<file path="config.mk">
export PLATFORM = sky130hd
export DESIGN_NAME = dvi_postamble_parser
export DESIGN_NICKNAME = d
export VERILOG_FILES = /design/src/rtl/core/dvipp_pkg.sv /design/src/rtl/core/dvipp_step.sv /design/src/rtl/core/dvi_postamble_parser.sv
export VERILOG_INCLUDE_DIRS = /design/src /design/src/rtl/core
export SDC_FILE = /design/constraint.sdc
export NUM_CORES = 1
export LEC_CHECK = 0
export BUFFER_PORTS_ARGS = -buffer_cell sky130_fd_sc_hd__buf_2
export CORE_MARGIN = 3
export CORE_UTILIZATION = 40
export CTS_CLUSTER_DIAMETER = 120
export CTS_CLUSTER_SIZE = 12
export DETAILED_ROUTE_END_ITERATION = 7
export PLACE_DENSITY_LB_ADDON = 0.15
export SYNTH_ARGS = -nofsm -noshare
export SYNTH_HDL_FRONTEND = slang
export SYNTH_SLANG_ARGS = --single-unit
export TNS_END_PERCENT = 30
</file>
<file path="constraint.sdc">
create_clock -name i_clk -period 5.7 [get_ports i_clk]
set_clock_uncertainty 0.05 [all_clocks]
set_input_delay 0.285 -clock i_clk [delete_from_list [all_inputs] [get_ports i_clk]]
set_output_delay 0.285 -clock i_clk [all_outputs]
set_load 0.05 [all_outputs]
</file>
<file path="src/rtl/core/dvi_postamble_parser_macros.svh">
// Assertion helpers for the postamble parser.
`ifndef DVI_POSTAMBLE_PARSER_MACROS_SVH
`define DVI_POSTAMBLE_PARSER_MACROS_SVH

`ifndef ASSERT_OFF
// Same-cycle implication, disabled while in reset
`define DVIPP_ASSERT_IMPL(label, clk, rst_n, ante, cons) \
    label: assert property (@(posedge clk) disable iff (!(rst_n)) (ante) |-> (cons)) \
        else $error("dvipp assertion failed");
// Next-cycle implication, disabled while in reset
`define DVIPP_ASSERT_NEXT(label, clk, rst_n, ante, cons) \
    label: assert property (@(posedge clk) disable iff (!(rst_n)) (ante) |=> (cons)) \
        else $error("dvipp assertion failed");
`else
`define DVIPP_ASSERT_IMPL(label, clk, rst_n, ante, cons)
`define DVIPP_ASSERT_NEXT(label, clk, rst_n, ante, cons)
`endif

`endif

</file>
<file path="src/rtl/core/dvipp_pkg.sv">
package dvipp_pkg;

    // Opcodes seen in the postamble
    localparam logic [7:0] OP_NOP       = 8'd138;
    localparam logic [7:0] OP_FNT_DEF1  = 8'd243;
    localparam logic [7:0] OP_FNT_DEF4  = 8'd246;
    localparam logic [7:0] OP_POST      = 8'd248;
    localparam logic [7:0] OP_POST_POST = 8'd249;

    // Token tags
    localparam logic [3:0] TAG_PREV_PTR   = 4'd0;
    localparam logic [3:0] TAG_STACK      = 4'd6;
    localparam logic [3:0] TAG_PAGES      = 4'd7;
    localparam logic [3:0] TAG_FONT_INDEX = 4'd8;
    localparam logic [3:0] TAG_DESIGN     = 4'd11;
    localparam logic [3:0] TAG_AREA_LEN   = 4'd12;
    localparam logic [3:0] TAG_NAME_LEN   = 4'd13;
    localparam logic [3:0] TAG_NAME_BYTE  = 4'd14;
    localparam logic [3:0] TAG_END        = 4'd15;

    typedef enum logic [2:0] {
        PH_POST,
        PH_HDR,
        PH_FONT_OP,
        PH_FONT,
        PH_NAME,
        PH_STOP
    } t_phase;

    typedef enum logic [1:0] {
        ST_OK        = 2'd0,
        ST_NO_POST   = 2'd1,
        ST_BAD_OP    = 2'd2,
        ST_EARLY_END = 2'd3
    } t_status;

    // Parser state carried from byte to byte
    typedef struct packed {
        t_phase      phase;
        logic [3:0]  tag;
        logic [2:0]  bytes_left;
        logic [31:0] acc;
        logic [7:0]  area_len;
        logic [8:0]  name_left;
    } t_pstate;

    // One result token
    typedef struct packed {
        logic [3:0]  tag;
        logic [31:0] value;
        logic        rec_end;
        t_status     status;
    } t_token;

    // Byte count of a field by its tag
    function automatic logic [2:0] field_width(input logic [3:0] tag);
        logic [2:0] w;
        begin
            if (tag == TAG_STACK || tag == TAG_PAGES) w = 3'd2;
            else if (tag == TAG_AREA_LEN || tag == TAG_NAME_LEN) w = 3'd1;
            else w = 3'd4;
            return w;
        end
    endfunction

endpackage

</file>
<file path="src/rtl/core/dvipp_step.sv">
module dvipp_step
    import dvipp_pkg::*;
(
    input  t_pstate    i_state,
    input  logic [7:0] i_byte,
    input  logic       i_eos,
    output t_pstate    o_state,
    output logic       o_emit,
    output t_token     o_token
);

    logic [31:0] n_acc;
    logic [2:0]  n_left;
    logic [8:0]  n_name_left;
    logic [8:0]  n_name_total;

    assign n_acc        = {i_state.acc[23:0], i_byte};
    assign n_left       = i_state.bytes_left - 3'd1;
    assign n_name_left  = i_state.name_left - 9'd1;
    assign n_name_total = {1'b0, i_state.area_len} + {1'b0, n_acc[7:0]};

    // Per-byte state update and token build
    always_comb begin
        o_state = i_state;
        o_emit  = 1'b0;
        o_token = '{tag: TAG_END, value: 32'd0, rec_end: 1'b0, status: ST_OK};

        if (i_state.phase != PH_STOP && i_eos) begin
            o_state.phase  = PH_STOP;
            o_emit         = 1'b1;
            o_token.status = ST_EARLY_END;
        end else begin
            unique case (i_state.phase)
                PH_STOP: ;
                PH_POST: begin
                    if (i_byte != OP_POST) begin
                        o_state.phase  = PH_STOP;
                        o_emit         = 1'b1;
                        o_token.status = ST_NO_POST;
                    end else begin
                        o_state.phase      = PH_HDR;
                        o_state.tag        = TAG_PREV_PTR;
                        o_state.bytes_left = field_width(TAG_PREV_PTR);
                        o_state.acc        = 32'd0;
                    end
                end
                PH_FONT_OP: begin
                    if (i_byte == OP_NOP) begin
                        o_emit = 1'b0;
                    end else if (i_byte >= OP_FNT_DEF1 && i_byte <= OP_FNT_DEF4) begin
                        o_state.phase      = PH_FONT;
                        o_state.tag        = TAG_FONT_INDEX;
                        o_state.bytes_left = 3'(i_byte - OP_FNT_DEF1 + 8'd1);
                        o_state.acc        = 32'd0;
                    end else begin
                        o_state.phase  = PH_STOP;
                        o_emit         = 1'b1;
                        o_token.status = (i_byte == OP_POST_POST) ? ST_OK : ST_BAD_OP;
                    end
                end
                PH_NAME: begin
                    o_state.name_left = n_name_left;
                    o_emit            = 1'b1;
                    o_token.tag       = TAG_NAME_BYTE;
                    o_token.value     = {24'd0, i_byte};
                    if (n_name_left == 9'd0) begin
                        o_token.rec_end = 1'b1;
                        o_state.phase   = PH_FONT_OP;
                    end
                end
                PH_HDR, PH_FONT: begin
                    o_state.acc        = n_acc;
                    o_state.bytes_left = n_left;
                    if (n_left == 3'd0) begin
                        o_emit        = 1'b1;
                        o_token.tag   = i_state.tag;
                        o_token.value = n_acc;
                        if (i_state.tag == TAG_PAGES) begin
                            // header done
                            o_token.rec_end = 1'b1;
                            o_state.phase   = PH_FONT_OP;
                        end else if (i_state.tag == TAG_NAME_LEN) begin
                            o_state.name_left = n_name_total;
                            if (n_name_total == 9'd0) begin
                                o_token.rec_end = 1'b1;
                                o_state.phase   = PH_FONT_OP;
                            end else begin
                                o_state.phase = PH_NAME;
                            end
                        end else begin
                            // move on to the next fixed field
                            if (i_state.tag == TAG_AREA_LEN) begin
                                o_state.area_len = n_acc[7:0];
                            end
                            o_state.tag        = i_state.tag + 4'd1;
                            o_state.bytes_left = field_width(i_state.tag + 4'd1);
                            o_state.acc        = 32'd0;
                        end
                    end
                end
                default: begin
                    o_state.phase = PH_STOP;
                end
            endcase
        end
    end

endmodule

</file>
<file path="src/rtl/core/dvi_postamble_parser.sv">
// DVI postamble parser.
// Input stream: one postamble byte per transfer in s_tdata[7:0], starting at
// the post opcode; s_tlast high marks end of file and carries no byte.
// Output stream: one token per completed field. m_tdata holds the value,
// m_tuser the tag (bits 3:0) and status (bits 5:4), m_tlast marks the last
// token of the header or of a font definition. Tag 15 ends the stream: status
// 0 after post_post, otherwise the error code.
// Pipeline: a byte goes into the input register, and its token, if any, is
// then held in the result register. Throughput: one byte per cycle while the
// receiver takes tokens; the per-byte state update is combinational.
// The post and font-definition opcodes, nops and the leading bytes of
// multi-byte fields produce no token.
// Reset (synchronous, active low) empties both registers and returns the
// parser to waiting for the post opcode. After tag 15 the parser drops all
// further bytes until reset.
// When the receiver stalls, the result register holds; the input register
// keeps one more byte and s_tready falls until the token is taken.
`include "dvi_postamble_parser_macros.svh"

module dvi_postamble_parser
    import dvipp_pkg::*;
(
    input  logic        i_clk,
    input  logic        i_rst_n,
    input  logic        i_s_tvalid,
    output logic        o_s_tready,
    input  logic [7:0]  i_s_tdata,   // [7:0] data_byte
    input  logic        i_s_tlast,   // end_of_stream
    output logic        o_m_tvalid,
    input  logic        i_m_tready,
    output logic [31:0] o_m_tdata,   // [31:0] field_value
    output logic [5:0]  o_m_tuser,   // [3:0] field_tag, [5:4] status
    output logic        o_m_tlast    // record_end
);

    logic       r_in_valid;
    logic [7:0] r_in_byte;
    logic       r_in_eos;
    t_pstate    r_state;
    logic       r_out_valid;
    t_token     r_out_tok;

    t_pstate    n_state;
    logic       n_emit;
    t_token     n_token;
    logic       advance;

    // Result register free or being drained
    assign advance    = !r_out_valid || i_m_tready;
    assign o_s_tready = !r_in_valid || advance;

    dvipp_step u_step (
        .i_state (r_state),
        .i_byte  (r_in_byte),
        .i_eos   (r_in_eos),
        .o_state (n_state),
        .o_emit  (n_emit),
        .o_token (n_token)
    );

    // Input register
    always_ff @(posedge i_clk) begin
        if (!i_rst_n) begin
            r_in_valid <= 1'b0;
        end else if (o_s_tready) begin
            r_in_valid <= i_s_tvalid;
        end
    end

    always_ff @(posedge i_clk) begin
        if (o_s_tready) begin
            r_in_byte <= i_s_tdata;
            r_in_eos  <= i_s_tlast;
        end
    end

    // Parser state
    always_ff @(posedge i_clk) begin
        if (!i_rst_n) begin
            r_state <= '{phase: PH_POST, tag: TAG_PREV_PTR, bytes_left: 3'd0,
                         acc: 32'd0, area_len: 8'd0, name_left: 9'd0};
        end else if (r_in_valid && advance) begin
            r_state <= n_state;
        end
    end

    // Result register
    always_ff @(posedge i_clk) begin
        if (!i_rst_n) begin
            r_out_valid <= 1'b0;
        end else if (advance) begin
            r_out_valid <= r_in_valid && n_emit;
        end
    end

    always_ff @(posedge i_clk) begin
        if (advance && r_in_valid && n_emit) begin
            r_out_tok <= n_token;
        end
    end

    assign o_m_tvalid = r_out_valid;
    assign o_m_tdata  = r_out_tok.value;
    assign o_m_tuser  = {r_out_tok.status, r_out_tok.tag};
    assign o_m_tlast  = r_out_tok.rec_end;

    // Checks
    `DVIPP_ASSERT_IMPL(a_status_on_end, i_clk, i_rst_n,
        r_out_valid && r_out_tok.status != ST_OK, r_out_tok.tag == TAG_END)
    `DVIPP_ASSERT_IMPL(a_rec_end_tag, i_clk, i_rst_n,
        r_out_valid && r_out_tok.rec_end,
        r_out_tok.tag == TAG_PAGES || r_out_tok.tag == TAG_NAME_LEN ||
        r_out_tok.tag == TAG_NAME_BYTE)
    `DVIPP_ASSERT_NEXT(a_stop_sticks, i_clk, i_rst_n,
        r_state.phase == PH_STOP, r_state.phase == PH_STOP)
    `DVIPP_ASSERT_NEXT(a_end_stops, i_clk, i_rst_n,
        r_in_valid && advance && n_emit && n_token.tag == TAG_END,
        r_state.phase == PH_STOP)

endmodule
</file>
==> results.yml <==
sta:
  finalSetupTns_ns: 0
  hold_viol_final: 0
  rsz0062_at_grt: "false"
  max_clock_freq_mhz: 269
  min_period_ns: 3.72
  slew_headroom_pct: 29.6
  setup_viol: 0
  worst_slack_ns: 1.98
  finalMaxSlewViolations: 0
  min_period_over_period_pct: 65.3
  holdWs_ns: 0.0657
  worst_slew_pin_slew_ns: 1.06
clock_tree:
  cts_setup_buffers: 0
  clk_latency_ns: 0.35
  cts-buffers-inserted: 9
  clk_pin_slew_ns: 0.07
  clock-sinks: 101
  ctsHtreeMaxLevel: 3
  cts_hold_buffers: 0
  cts-resized-gates: 0
  cts_max_path_buffers: 2
  root_buffer: "clkbuf_16"
  cts_tree: "done"
detailed_routing:
  drtIter0Drc: 265
  drc: 0
  vias: 3968
  wl_per_cell_um: 16.5
  drt_first_pass_iters: 5
  viasPerCell: 5.50
  antenna_left: 0
  wirelength_um: 11900
worst_setup_path:
  timing.rr.end: "o_m_tuser[2]$_SDFFCE_PP1P_"
  r2r_cells: 7
  max_stage_delay_ns: 0.80
  critPathBufInv: 2
  required_ns: 5.67
  cp_cell_sequence: "inv_1 > ha_1 > xnor2_1 > and3_1 > nor2_1 > a311oi_4 > buf_4"
  path_delay_family: "simple AND/OR/NAND/NOR gates"
  crit_fanout: 30
  end_kind: "flop"
  start_kind: "flop"
  crit-reg2reg-launch: "r_state[49]$_SDFFE_PN0P_"
  cp.arrival_ns: 3.69
  r2r_setup_slack_ns: 1.98
  criticalPathCategory: "flop to flop"
  cpMaxStageDelayCell: "and3_1"
logic_synthesis:
  synthCells: 511
  synth.cell_area_um2: 5010
  synth_top_cell_by_area: "edfxtp_1"
  syn_nets: 541
  ys_async_sr_fraction_pct: 0
  ys_seq_elements: 101
  yosys_warnings: 0
  synth-edff-count: 48
  yosys.area.top_type_share_pct: 28.8
  synth.distinct_cells: 66
  ys_top_cells_by_area: "edfxtp_1, dfxtp_1, a21oi_1"
  synth_ff_type: "dfxtp_1"
  post_synth.cell_area_avg_um2: 9.80
  yosysSeqAreaShare_pct: 50.0
cells_and_area:
  nNetsFinal: 579
  drive_gt1_share_pct: 15.9
  fin_area_um2: 5680
  layout_common_cells: "buf_2, dfxtp_1, nand2_1"
  areaGrowthSynthToFinish_pct: 13.5
  diodes: 0
  final_core_util_pct: 46.9
global_route:
  grt_pass1_wl_um: 19600
  grt_max_degree: 47
  grt_antenna_before_repair: 0
  grt-ovfl-total: 0
  grt_usage_pct: 17.4
  grt_pass1_vias: 3918
placement:
  dp_hpwl_um: 8250
  place_congestion: 0.861
  portBuffers: 53
  dpl_cell_area_um2: 5400
  dp_slack_ns: 1.94
worst_hold_path:
  hold_depth: 1
  min-delay-start: "i_s_tdata[7]"
  hold-path-endpoint: "r_in_byte[7]$_DFFE_PP_"
  hold_class: "primary input to flop"
run:
  maxCapViolCount: 0
power:
  p_leak_uw: 0.00213
  power_density_nw_per_um2: 274
  irDropWorstVdd_v: 0.000163
die:
  die_area_um2: 13900
  die_h_um: 118
  coreArea_um2: 12100
  boundaryPins: 54
  die_x_um: 118
  rows: 40
  start_util_pct: 41.3
run_status:
  status: "finished clean"
synthesized netlist by cell type, types with 3 or more instances:
master and instances:
mux2i_1 8, o22ai_1 6, a211oi_1 4, a31oi_1 6, xor2_1 6, clkbuf_1 19, and2_1 9, nand4b_1 4
inv_1 14, nand2_1 51, nand3b_1 5, nand2b_1 6, nor3_1 7, nor2b_1 10, nor3b_1 4, o21ai_0 12
or3_1 5, nand3_1 38, xnor2_1 7, nor2_1 33, a21o_1 3, a2111oi_0 3, a21oi_1 40, edfxtp_1 48
o211a_1 3, ha_1 16, and3_1 27, dfxtp_1 53, o211ai_1 4, buf_2 7, a211o_1 3
flip-flops by register name, summed over array words and instances (netlist names):
signal / count
o_m_tdata: 32
o_m_tlast: 1
o_m_tuser: 6
o_m_tvalid: 1
r_in_byte: 8
r_in_eos: 1
r_in_valid: 1
r_state: 51
layout make-up:
type | instances | area, um^2
clock buffer | 10 | 229
clock inverter | 6 | 52.6
fill | 1194 | 6430
inverter | 15 | 56.3
multi-input combinational | 366 | 2340
sequential | 101 | 2500
tap | 168 | 210
timing repair buffer | 56 | 288
worst max path at each step:
stage / from / end / slack, ns / depth (start not counted)
6_report: r_state[49]$_SDFFE_PN0P_ / o_m_tuser[2]$_SDFFCE_PP1P_ / 1.98 / 7
5_1_grt: r_state[49]$_SDFFE_PN0P_ / o_m_tuser[2]$_SDFFCE_PP1P_ / 1.56 / 7
2_1_floorplan: r_state[49]$_SDFFE_PN0P_ / o_m_tdata[0]$_SDFFCE_PP0P_ / 0.62 / 7
3_5_place_dp: r_state[49]$_SDFFE_PN0P_ / o_m_tuser[0]$_SDFFCE_PP1P_ / 1.94 / 7
3_3_place_gp: r_state[49]$_SDFFE_PN0P_ / o_m_tuser[0]$_SDFFCE_PP1P_ / 2.13 / 7
4_1_cts: r_state[49]$_SDFFE_PN0P_ / o_m_tuser[5]$_SDFFCE_PP1P_ / 1.91 / 7
routing by layer:
layer	global-route usage [%]	part of all wire, %	vias up
li1	-	-	1966
met1	22.4	44	1872
met2	28.7	49	113
met3	3.65	5.3	17
met4	6.67	1.8	0
met5	0	0	-
stage by stage:
step / instances / total power (uW)
global placement: 706 / 987
floorplan: 511 / 944
detailed placement: 706 / 990
finish: 722 / 1560
global route: 722 / 1620
CTS: 722 / 1580
logic make-up (layout without fill, tap and decap cells):
| logic type | after synthesis | after routing | synth area share [%] |
|---|---|---|---|
| compound gates | 111 | 111 | 15.0 |
| xor+xnor | 13 | 13 | 2.27 |
| fa+ha+maj | 17 | 17 | 4.40 |
| buf+inv | 44 | 87 | 3.65 |
| flops | 101 | 101 | 50.0 |
| mux | 9 | 9 | 1.82 |
| simple gates | 216 | 216 | 22.8 |
power breakdown:
part,switching (uW),internal (uW)
clock network,281,304
logic,124,47.3
registers,19.4,781
Power figures use the tool's default switching activity.
